[src/hdl/flsp_pkg.sv]
// ----------------------------------------------------------------------------
// flsp_pkg
// types, constants and status codes of the field list parser
// ----------------------------------------------------------------------------
`default_nettype none

package flsp_pkg;

  localparam int MAP_BITS   = 64;
  localparam int IDX_W      = $clog2(MAP_BITS);
  localparam int VAL_W      = 31;
  localparam int MAP_PORT_W = 64;
  localparam int OUT_RAW_W  = 3 + MAP_PORT_W + 1 + 1 + VAL_W;
  localparam int OUT_DATA_W = ((OUT_RAW_W + 7) / 8) * 8;

  localparam logic [VAL_W-1:0] VAL_MAX = '1;

  localparam logic [2:0] ST_OK       = 3'd0;
  localparam logic [2:0] ST_INVALID  = 3'd1;
  localparam logic [2:0] ST_ZERO     = 3'd2;
  localparam logic [2:0] ST_NO_END   = 3'd3;
  localparam logic [2:0] ST_DECREASE = 3'd4;
  localparam logic [2:0] ST_MISSING  = 3'd5;

  localparam logic [7:0] CH_COMMA = 8'h2C;
  localparam logic [7:0] CH_DASH  = 8'h2D;
  localparam logic [7:0] CH_SPACE = 8'h20;
  localparam logic [7:0] CH_TAB   = 8'h09;
  localparam logic [7:0] CH_ZERO  = 8'h30;
  localparam logic [7:0] CH_NINE  = 8'h39;

  // one token as collected by a track
  typedef struct packed {
    logic             dash;
    logic             lne;
    logic             lbad;
    logic             rne;
    logic             rbad;
    logic [VAL_W-1:0] left;
    logic [VAL_W-1:0] right;
  } token_t;

  // finished token handed to the accumulator of a track
  typedef struct packed {
    logic   valid;
    logic   empty_after;  // a trailing empty token follows (list ends on a comma)
    token_t tok;
  } tok_evt_t;

  typedef struct packed {
    logic valid;
    logic comma_seen;
    logic ws_done;
  } end_info_t;

  typedef struct packed {
    logic [2:0]          err;
    logic [MAP_BITS-1:0] map;
    logic                beyond;
    logic                open_v;
    logic [VAL_W-1:0]    open_s;
  } track_sum_t;

endpackage

`default_nettype wire

[src/hdl/flsp_scanner.sv]
// ----------------------------------------------------------------------------
// flsp_scanner
// input register and the two character tracks; emits finished tokens
// ----------------------------------------------------------------------------
`default_nettype none

module flsp_scanner (
  input  wire logic               clk,
  input  wire logic               rst_n,
  input  wire logic               adv,
  input  wire logic               in_valid,
  input  wire logic [7:0]         in_char,
  input  wire logic               in_last,
  input  wire logic               in_empty,
  output flsp_pkg::tok_evt_t      evt_ws,
  output flsp_pkg::tok_evt_t      evt_cm,
  output flsp_pkg::end_info_t     end_info
);
  import flsp_pkg::*;

  function automatic token_t mark_bad(token_t t);
    token_t r;
    r = t;
    if (t.dash) begin
      r.rne  = 1'b1;
      r.rbad = 1'b1;
    end else begin
      r.lne  = 1'b1;
      r.lbad = 1'b1;
    end
    return r;
  endfunction

  function automatic token_t feed_char(token_t t, logic [7:0] c);
    token_t           r;
    logic [VAL_W-1:0] v;
    logic [VAL_W-1:0] nv;
    logic [VAL_W+3:0] n;
    logic             digit;
    r = t;
    if (c == CH_DASH && !t.dash) begin
      r.dash = 1'b1;
    end else begin
      v = t.dash ? t.right : t.left;
      if (t.dash) begin
        r.rne = 1'b1;
      end else begin
        r.lne = 1'b1;
      end
      digit = (c >= CH_ZERO) && (c <= CH_NINE);
      // v * 10 + digit
      n = {1'b0, v, 3'b000} + {3'b000, v, 1'b0} + {{VAL_W{1'b0}}, c[3:0]};
      nv = v;
      if (!digit) begin
        r = mark_bad(r);
      end else if (n > {4'b0000, VAL_MAX}) begin
        r  = mark_bad(r);
        nv = VAL_MAX;
      end else begin
        nv = n[VAL_W-1:0];
      end
      if (t.dash) begin
        r.right = nv;
      end else begin
        r.left = nv;
      end
    end
    return r;
  endfunction

  logic       s1_valid_r;
  logic [7:0] s1_char_r;
  logic       s1_last_r;
  logic       s1_empty_r;

  logic   comma_seen_r, comma_seen_nxt;
  logic   ws_in_r, ws_in_nxt;
  logic   ws_done_r, ws_done_nxt;
  token_t ws_tok_r, ws_tok_nxt;
  logic   cm_in_r, cm_in_nxt;
  logic   cm_pend_r, cm_pend_nxt;
  token_t cm_tok_r, cm_tok_nxt;

  tok_evt_t  evt_ws_r, evt_ws_nxt;
  tok_evt_t  evt_cm_r, evt_cm_nxt;
  end_info_t end_r, end_nxt;

  logic   take, s1_end, blank, is_comma;
  logic   ws_in_fed, ws_fin;
  token_t ws_fed, cm_fed;
  logic   cm_fin;

  always_comb begin
    take     = s1_valid_r && !s1_empty_r;
    s1_end   = s1_valid_r && (s1_last_r || s1_empty_r);
    blank    = (s1_char_r == CH_SPACE) || (s1_char_r == CH_TAB);
    is_comma = (s1_char_r == CH_COMMA);

    // whitespace track
    ws_fed    = (take && !blank) ? feed_char(ws_tok_r, s1_char_r) : ws_tok_r;
    ws_in_fed = ws_in_r || (take && !blank);
    ws_fin    = (take && blank && ws_in_r) || (s1_end && ws_in_fed);

    // comma track
    cm_fed      = cm_tok_r;
    cm_in_nxt   = cm_in_r;
    cm_pend_nxt = cm_pend_r;
    cm_tok_nxt  = cm_tok_r;
    if (take && is_comma) begin
      cm_in_nxt   = 1'b0;
      cm_pend_nxt = 1'b0;
      cm_tok_nxt  = '0;
    end else if (take && blank) begin
      cm_pend_nxt = cm_pend_r || cm_in_r;
    end else if (take) begin
      // a blank between two non-blanks spoils the token part
      cm_fed      = feed_char(cm_pend_r ? mark_bad(cm_tok_r) : cm_tok_r, s1_char_r);
      cm_in_nxt   = 1'b1;
      cm_pend_nxt = 1'b0;
      cm_tok_nxt  = cm_fed;
    end
    cm_fin = (take && is_comma) || s1_end;

    comma_seen_nxt = comma_seen_r || (take && is_comma);

    ws_in_nxt   = ws_in_fed;
    ws_done_nxt = ws_done_r || ws_fin;
    ws_tok_nxt  = ws_fed;
    if (ws_fin) begin
      ws_in_nxt  = 1'b0;
      ws_tok_nxt = '0;
    end

    evt_ws_nxt.valid       = ws_fin;
    evt_ws_nxt.empty_after = 1'b0;
    evt_ws_nxt.tok         = ws_fed;
    evt_cm_nxt.valid       = cm_fin;
    evt_cm_nxt.empty_after = take && is_comma && s1_end;
    evt_cm_nxt.tok         = cm_fed;
    end_nxt.valid          = s1_end;
    end_nxt.comma_seen     = comma_seen_nxt;
    end_nxt.ws_done        = ws_done_nxt;

    // end of list: back to the idle state
    if (s1_end) begin
      comma_seen_nxt = 1'b0;
      ws_in_nxt      = 1'b0;
      ws_done_nxt    = 1'b0;
      ws_tok_nxt     = '0;
      cm_in_nxt      = 1'b0;
      cm_pend_nxt    = 1'b0;
      cm_tok_nxt     = '0;
    end
  end

  always_ff @(posedge clk) begin
    if (adv) begin
      s1_char_r  <= in_char;
      s1_last_r  <= in_last;
      s1_empty_r <= in_empty;
    end
  end

  always_ff @(posedge clk) begin
    if (!rst_n) begin
      s1_valid_r   <= 1'b0;
      comma_seen_r <= 1'b0;
      ws_in_r      <= 1'b0;
      ws_done_r    <= 1'b0;
      ws_tok_r     <= '0;
      cm_in_r      <= 1'b0;
      cm_pend_r    <= 1'b0;
      cm_tok_r     <= '0;
      evt_ws_r     <= '0;
      evt_cm_r     <= '0;
      end_r        <= '0;
    end else if (adv) begin
      s1_valid_r   <= in_valid;
      comma_seen_r <= comma_seen_nxt;
      ws_in_r      <= ws_in_nxt;
      ws_done_r    <= ws_done_nxt;
      ws_tok_r     <= ws_tok_nxt;
      cm_in_r      <= cm_in_nxt;
      cm_pend_r    <= cm_pend_nxt;
      cm_tok_r     <= cm_tok_nxt;
      evt_ws_r     <= evt_ws_nxt;
      evt_cm_r     <= evt_cm_nxt;
      end_r        <= end_nxt;
    end
  end

  assign evt_ws   = evt_ws_r;
  assign evt_cm   = evt_cm_r;
  assign end_info = end_r;

endmodule

`default_nettype wire

[src/hdl/flsp_track_acc.sv]
// ----------------------------------------------------------------------------
// flsp_track_acc
// checks one finished token and folds it into the map, open start and status
// ----------------------------------------------------------------------------
`default_nettype none

module flsp_track_acc (
  input  wire logic               clk,
  input  wire logic               rst_n,
  input  wire logic               adv,
  input  wire logic               clear,
  input  wire flsp_pkg::tok_evt_t evt,
  output flsp_pkg::track_sum_t    sum
);
  import flsp_pkg::*;

  track_sum_t sum_r, sum_nxt, base;

  logic [2:0]          code;
  logic                do_range, do_open;
  logic [VAL_W-1:0]    lm1, rm1, lo, hi;
  logic                lo_big, hi_big;
  logic [IDX_W-1:0]    lo_s, hi_s;
  logic [MAP_BITS-1:0] mask;
  token_t              tok;

  always_comb begin
    tok      = evt.tok;
    lm1      = tok.left - 1'b1;
    rm1      = tok.right - 1'b1;
    code     = ST_OK;
    do_range = 1'b0;
    do_open  = 1'b0;
    lo       = '0;
    hi       = '0;
    if (!tok.dash) begin
      if (!tok.lne || tok.lbad) begin
        code = ST_INVALID;
      end else if (tok.left == '0) begin
        code = ST_ZERO;
      end else begin
        do_range = 1'b1;
        lo       = lm1;
        hi       = lm1;
      end
    end else if (!tok.lne) begin
      if (!tok.rne) begin
        code = ST_NO_END;
      end else if (tok.rbad) begin
        code = ST_INVALID;
      end else if (tok.right == '0) begin
        code = ST_ZERO;
      end else begin
        do_range = 1'b1;
        hi       = rm1;
      end
    end else if (tok.lbad) begin
      code = ST_INVALID;
    end else if (tok.left == '0) begin
      code = ST_ZERO;
    end else if (!tok.rne) begin
      do_open = 1'b1;
    end else if (tok.rbad) begin
      code = ST_INVALID;
    end else if (tok.right == '0) begin
      code = ST_ZERO;
    end else if (tok.left > tok.right) begin
      code = ST_DECREASE;
    end else begin
      do_range = 1'b1;
      lo       = lm1;
      hi       = rm1;
    end

    // clamp the range to the map, then one compare pair per bit
    lo_big = lo >= VAL_W'(MAP_BITS);
    hi_big = hi >= VAL_W'(MAP_BITS);
    lo_s   = lo[IDX_W-1:0];
    hi_s   = hi_big ? IDX_W'(MAP_BITS - 1) : hi[IDX_W-1:0];
    for (int k = 0; k < MAP_BITS; k++) begin
      mask[k] = !lo_big && (IDX_W'(k) >= lo_s) && (IDX_W'(k) <= hi_s);
    end

    // the previous list's result is taken this cycle: start from reset
    base    = clear ? '0 : sum_r;
    sum_nxt = base;
    if (evt.valid) begin
      if (base.err == ST_OK) begin
        sum_nxt.err = code;
        if (code == ST_OK && do_range) begin
          sum_nxt.map    = base.map | mask;
          sum_nxt.beyond = base.beyond | hi_big;
        end
        if (code == ST_OK && do_open && (!base.open_v || lm1 < base.open_s)) begin
          sum_nxt.open_v = 1'b1;
          sum_nxt.open_s = lm1;
        end
      end
      if (evt.empty_after && sum_nxt.err == ST_OK) begin
        sum_nxt.err = ST_INVALID;
      end
    end
  end

  always_ff @(posedge clk) begin
    if (!rst_n) begin
      sum_r <= '0;
    end else if (adv) begin
      sum_r <= sum_nxt;
    end
  end

  assign sum = sum_r;

endmodule

`default_nettype wire

[src/hdl/field_list_spec_parser.sv]
// ----------------------------------------------------------------------------
// field_list_spec_parser
// parses a cut-style field list, one character per transaction
// ----------------------------------------------------------------------------
// in_*  : one character per transaction; in_tlast marks the final character,
//         in_tuser marks an empty list (tdata ignored, tlast expected high)
// out_* : one transaction per list, at its final character: status, map of
//         closed selections, beyond-map flag and smallest open start
// a character is taken every cycle while in_tready is high; each one runs
// through the input register, the two character tracks, the per-track token
// check and the output register on the way to its list's result.
// throughput is one character per cycle while in_tready is high, set by the
// track state update feeding back on itself each cycle.
// reset (synchronous, rst_n low) empties the pipeline and returns both
// tracks to the state before a list.
// while out_tready is low, characters keep flowing in until a second result
// is ready behind the held one; then in_tready drops until out_tready rises.
// ----------------------------------------------------------------------------
`default_nettype none

module field_list_spec_parser (
  input  wire logic                            clk,
  input  wire logic                            rst_n,
  input  wire logic                            in_tvalid,
  output      logic                            in_tready,
  input  wire logic [7:0]                      in_tdata,   // char_code
  input  wire logic                            in_tlast,   // is_last
  input  wire logic                            in_tuser,   // list_empty
  output      logic                            out_tvalid,
  input  wire logic                            out_tready,
  // status[2:0], selected_map[66:3], beyond_map[67], open_present[68],
  // open_start_index[99:69], zero fill above
  output      logic [flsp_pkg::OUT_DATA_W-1:0] out_tdata
);
  import flsp_pkg::*;

  logic       adv;
  tok_evt_t   evt_ws, evt_cm;
  end_info_t  end_info;
  end_info_t  s3_r;
  track_sum_t ws_sum, cm_sum, sel;
  logic       clear;

  logic                  out_valid_r, out_valid_nxt;
  logic [OUT_DATA_W-1:0] out_data_r, out_data_nxt;
  logic [2:0]            st;

  // only a finished result with nowhere to go holds the pipeline
  assign adv   = !(s3_r.valid && out_valid_r && !out_tready);
  assign clear = adv && s3_r.valid;

  flsp_scanner u_scan (
    .clk      (clk),
    .rst_n    (rst_n),
    .adv      (adv),
    .in_valid (in_tvalid),
    .in_char  (in_tdata),
    .in_last  (in_tlast),
    .in_empty (in_tuser),
    .evt_ws   (evt_ws),
    .evt_cm   (evt_cm),
    .end_info (end_info)
  );

  flsp_track_acc u_acc_ws (
    .clk   (clk),
    .rst_n (rst_n),
    .adv   (adv),
    .clear (clear),
    .evt   (evt_ws),
    .sum   (ws_sum)
  );

  flsp_track_acc u_acc_cm (
    .clk   (clk),
    .rst_n (rst_n),
    .adv   (adv),
    .clear (clear),
    .evt   (evt_cm),
    .sum   (cm_sum)
  );

  always_comb begin
    sel = s3_r.comma_seen ? cm_sum : ws_sum;
    st  = sel.err;
    if (!s3_r.comma_seen && !s3_r.ws_done) begin
      st = ST_MISSING;
    end
    out_data_nxt = '0;
    out_data_nxt[2:0] = st;
    if (st == ST_OK) begin
      out_data_nxt[3 +: MAP_PORT_W] = MAP_PORT_W'(sel.map);
      out_data_nxt[3 + MAP_PORT_W]     = sel.beyond;
      out_data_nxt[4 + MAP_PORT_W]     = sel.open_v;
      out_data_nxt[5 + MAP_PORT_W +: VAL_W] = sel.open_v ? sel.open_s : '0;
    end

    out_valid_nxt = out_valid_r && !out_tready;
    if (clear) begin
      out_valid_nxt = 1'b1;
    end
  end

  always_ff @(posedge clk) begin
    if (clear) begin
      out_data_r <= out_data_nxt;
    end
  end

  always_ff @(posedge clk) begin
    if (!rst_n) begin
      s3_r        <= '0;
      out_valid_r <= 1'b0;
    end else begin
      out_valid_r <= out_valid_nxt;
      if (adv) begin
        s3_r <= end_info;
      end
    end
  end

  assign in_tready  = adv;
  assign out_tvalid = out_valid_r;
  assign out_tdata  = out_data_r;

endmodule

`default_nettype wire

[config.mk]
export PLATFORM = sky130hd
export DESIGN_NAME = field_list_spec_parser
export DESIGN_NICKNAME = d
export VERILOG_FILES = /design/src/hdl/flsp_pkg.sv /design/src/hdl/flsp_scanner.sv /design/src/hdl/flsp_track_acc.sv /design/src/hdl/field_list_spec_parser.sv
export SDC_FILE = /design/constraint.sdc
export NUM_CORES = 2
export LEC_CHECK = 0
export BUFFER_PORTS_ARGS = -buffer_cell sky130_fd_sc_hd__buf_2
export CAP_MARGIN = 20
export CORE_MARGIN = 1
export CORE_UTILIZATION = 40
export DETAILED_ROUTE_END_ITERATION = 6
export PLACE_DENSITY = 0.6
export SLEW_MARGIN = 40
export SYNTH_ARGS = -nofsm -noshare
export SYNTH_HDL_FRONTEND = slang
export SYNTH_HIERARCHICAL = 1
export SYNTH_SLANG_ARGS = --single-unit
[constraint.sdc]
create_clock -name clk -period 9.47 [get_ports clk]
set_input_delay 1.894 -clock clk [delete_from_list [all_inputs] [get_ports clk]]
set_output_delay 1.894 -clock clk [all_outputs]
set_load 0.05 [all_outputs]
==> metrics.cfg <==
[run_status]
outcome = finished, final reports clean

[synth]
ys_seq_area_share_pct = 34.2
synthesis.area_sq_um = 38000
ys_types = 118
yosysWarnings = 6
yosysTopAreaCellShare_pct = 25.5
synth-seq-cells = 594
synth_ff_type = dfxtp_1
synth_edf_count = 110
synthCells = 4536
synth_area_leaders = dfxtp_1 25%, edfxtp_1 8.7%, ha_1 8.2%
synth_top_area_cell = dfxtp_1
synthArstFlopShare_pct = 0
avgSynthCellArea_sq_um = 8.39

[detailed_routing]
avgRoutedWirePerCell_microns = 23.4
drc_errors = 0
wirelength_microns = 136000
via_per_inst = 6.22
drt_pass1_iterations = 6
drt_iter0_drc = 4134
drtAntennaViolNets = 0
vias = 36062

[floorplan]
fp.coreArea_sq_um = 93700
dieWidth_microns = 310
initial_core_util_pct = 40.6
design.die.area_sq_um = 96300
num_rows = 112
io_pins = 120
die_y_microns = 310

[global_routing]
grt_max_degree = 194
grt.overflow.total = 0
grt_pass1_wl_microns = 206000
antenna_found_initial = 3
grt_pass1_vias = 33371
grt_util_all_layers_pct = 27.5

[cts]
cts_tree = built
clk_pin_slew_worst_paths_ns = 0.06
clk_latency_ns = 0.64
h-tree-depth = 3
ctsHoldBuffers = 0
clock_sinks = 594
clock-root-buffer = clkbuf_16
cts_buffers = 69
postCtsSetupBuffers = 0
cts-resized-gates = 0
cts.path.max_buffers = 3

[power]
power.density_nw_per_um2 = 135
p_leak_nw = 15.6
peakVddDrop_v = 0.000116

[final_layout]
final_nets = 4756
nFillCells = 9319
area_growth_pct = 10.2
final_cell_area_sq_um = 41900
drive_gt1_share_pct = 10.8
antennaDiodeCount = 0

[timing]
hold_violations = 0
relSlewSlack_pct = 40.5
worst_pin_slew_ns = 0.889
rsz0062_at_grt = no
fmax_mhz = 176
setup_viol = 0
min_period_ns = 5.68
finalClockSkew_ns = 0.0337
post-route-period-util_pct = 60.0
final-max-slew-violation-count = 0
fin_ws_ns = 3.79
hold_ws_ns = 0.456
setup_tns_ns = 0

[placement]
postPlaceCellArea_sq_um = 39600
hpwl_microns = 98500
io_buffer_count = 115
gp_congestion = 0.977
pre_cts_ws_ns = 3.47

[min_path]
hold_path.class = reg2reg

[setup_path]
critPathLaunchType = register
crit_type = reg2reg
end_kind = register
required_ns = 10.01
crit_fanout = 17
crit_arrival_ns = 6.22

[flow_run]
max_cap_viol_count = 0

==> cells in the mapped netlist, types with 54 or more instances <==
cell type	count
clkbuf_1	229
mux2_2	58
nand2b_1	54
dfxtp_1	484
a22o_1	93
xnor2_1	72
o211ai_1	56
nand3_1	101
a21oi_1	292
mux2i_1	74
o21ai_1	55
nor3_1	76
ha_1	248
nor2_1	364
edfxtp_1	110
a31oi_1	88
nand2_1	462
nor4_1	57
inv_1	157
o31ai_1	64
a21o_1	68
nand4_1	72
o21ai_0	350
==> flip-flops by register name (all words and copies together), names as in the netlist <==
signal and cells:
u_scan/s1_valid_r 1, u_scan/ws_tok_r 67, u_scan/ws_in_r 1, u_scan/cm_in_r 1
u_scan/cm_pend_r 1, u_scan/ws_done_r 1, u_scan/s1_last_r 1, u_scan/s1_char_r 8
out_tdata 100, u_scan/cm_tok_r 67, u_scan/evt_ws 68, out_tvalid 1
u_acc_ws/sum 100, s3_r 3, u_scan/s1_empty_r 1, u_scan/end_info 3
u_scan/comma_seen_r 1, u_acc_cm/sum 100, u_scan/evt_cm 69
==> placed cells by master, fill, tap and decap left out, types with 74 or more instances in the layout <==
cell	instances
dfxtp_1	483
nand2_1	461
nor2_1	362
o21ai_0	347
a21oi_1	289
ha_1	248
inv_1	155
buf_2	117
edfxtp_1	110
nand3_1	101
a22o_1	93
a31oi_1	87
mux2i_1	74
==> cells by family after synthesis <==
group,count (synthesis),synth area share (%)
AO/OA/AOI/OAI,1539,27.7
XOR/XNOR,119,2.74
adder cells (fa/ha/maj),252,8.37
buffers and inverters,472,5.19
flip-flops,594,34.2
multiplexers,133,3.70
other,2,0.0197
AND/OR/NAND/NOR,1425,18.1
==> critical path: stages, from the launching register on <==
cell,delay (ns)
dfxtp_1,0.52
inv_1,0.31
ha_1,0.28
nor3b_1,0.55
nand2_1,0.44
nor3_1,0.32
xnor2_1,0.32
inv_1,0.10
ha_1,0.33
a21o_1,0.16
a21o_1,0.17
a21o_1,0.17
a21o_1,0.17
a21oi_1,0.13
o21ai_0,0.11
nand3b_1,0.20
nand4_1,0.67
buf_4,0.47
o2bb2ai_1,0.16
==> layer usage <==
layer | share of wire (%) | up-vias | global-route usage [%]
li1 | - | 16913 | -
met1 | 44 | 17195 | 37.7
met2 | 43 | 1641 | 41.0
met3 | 8.3 | 309 | 4.89
met4 | 5.2 | 4 | 14.1
met5 | 0.020 | - | 0
==> path summary, 6_finish.rpt <==
| kind | startpoint | endpoint | slack, ns | cells after the start |
|---|---|---|---|---|
| max | u_scan/evt_cm[31] | u_acc_cm/sum[25] | 3.79 | 18 |
| min | u_acc_cm/sum[93] | u_acc_cm/sum[93] | 0.46 | 2 |
| max reg2reg | u_scan/evt_cm[31] | u_acc_cm/sum[25] | 3.79 | 18 |
| min reg2reg | u_acc_cm/sum[93] | u_acc_cm/sum[93] | 0.46 | 2 |
==> through the flow <==
step                      utilization (%)  power, mW  instances
after floorplan                         -       2.93       4539
final                                44.7       5.66       5797
after global routing                 44.7       5.82       5797
after global placement               42.1       3.04       5663
after detailed placement             42.3       3.05       5672
after CTS                            44.6       5.68       5796
==> where the power goes <==
group / internal [mW] / leakage, nW / switching (mW)
Combinational: 0.122 / 9.55 / 0.288
Clock: 1.49 / 1.09 / 1.16
Sequential: 2.58 / 4.98 / 0.0153
==> layout make-up <==
cell class / instances / area (sq um) / share of cell area (%)
clock inverter: 35 / 324 / 0.773
inverter: 161 / 604 / 1.44
sequential: 594 / 13000 / 31.0
multi-input combinational: 3473 / 23300 / 55.6
clock buffer: 89 / 1890 / 4.52
tap: 1254 / 1570 / 3.74
timing repair buffer: 191 / 1220 / 2.91
Power figures use the tool's default switching activity.
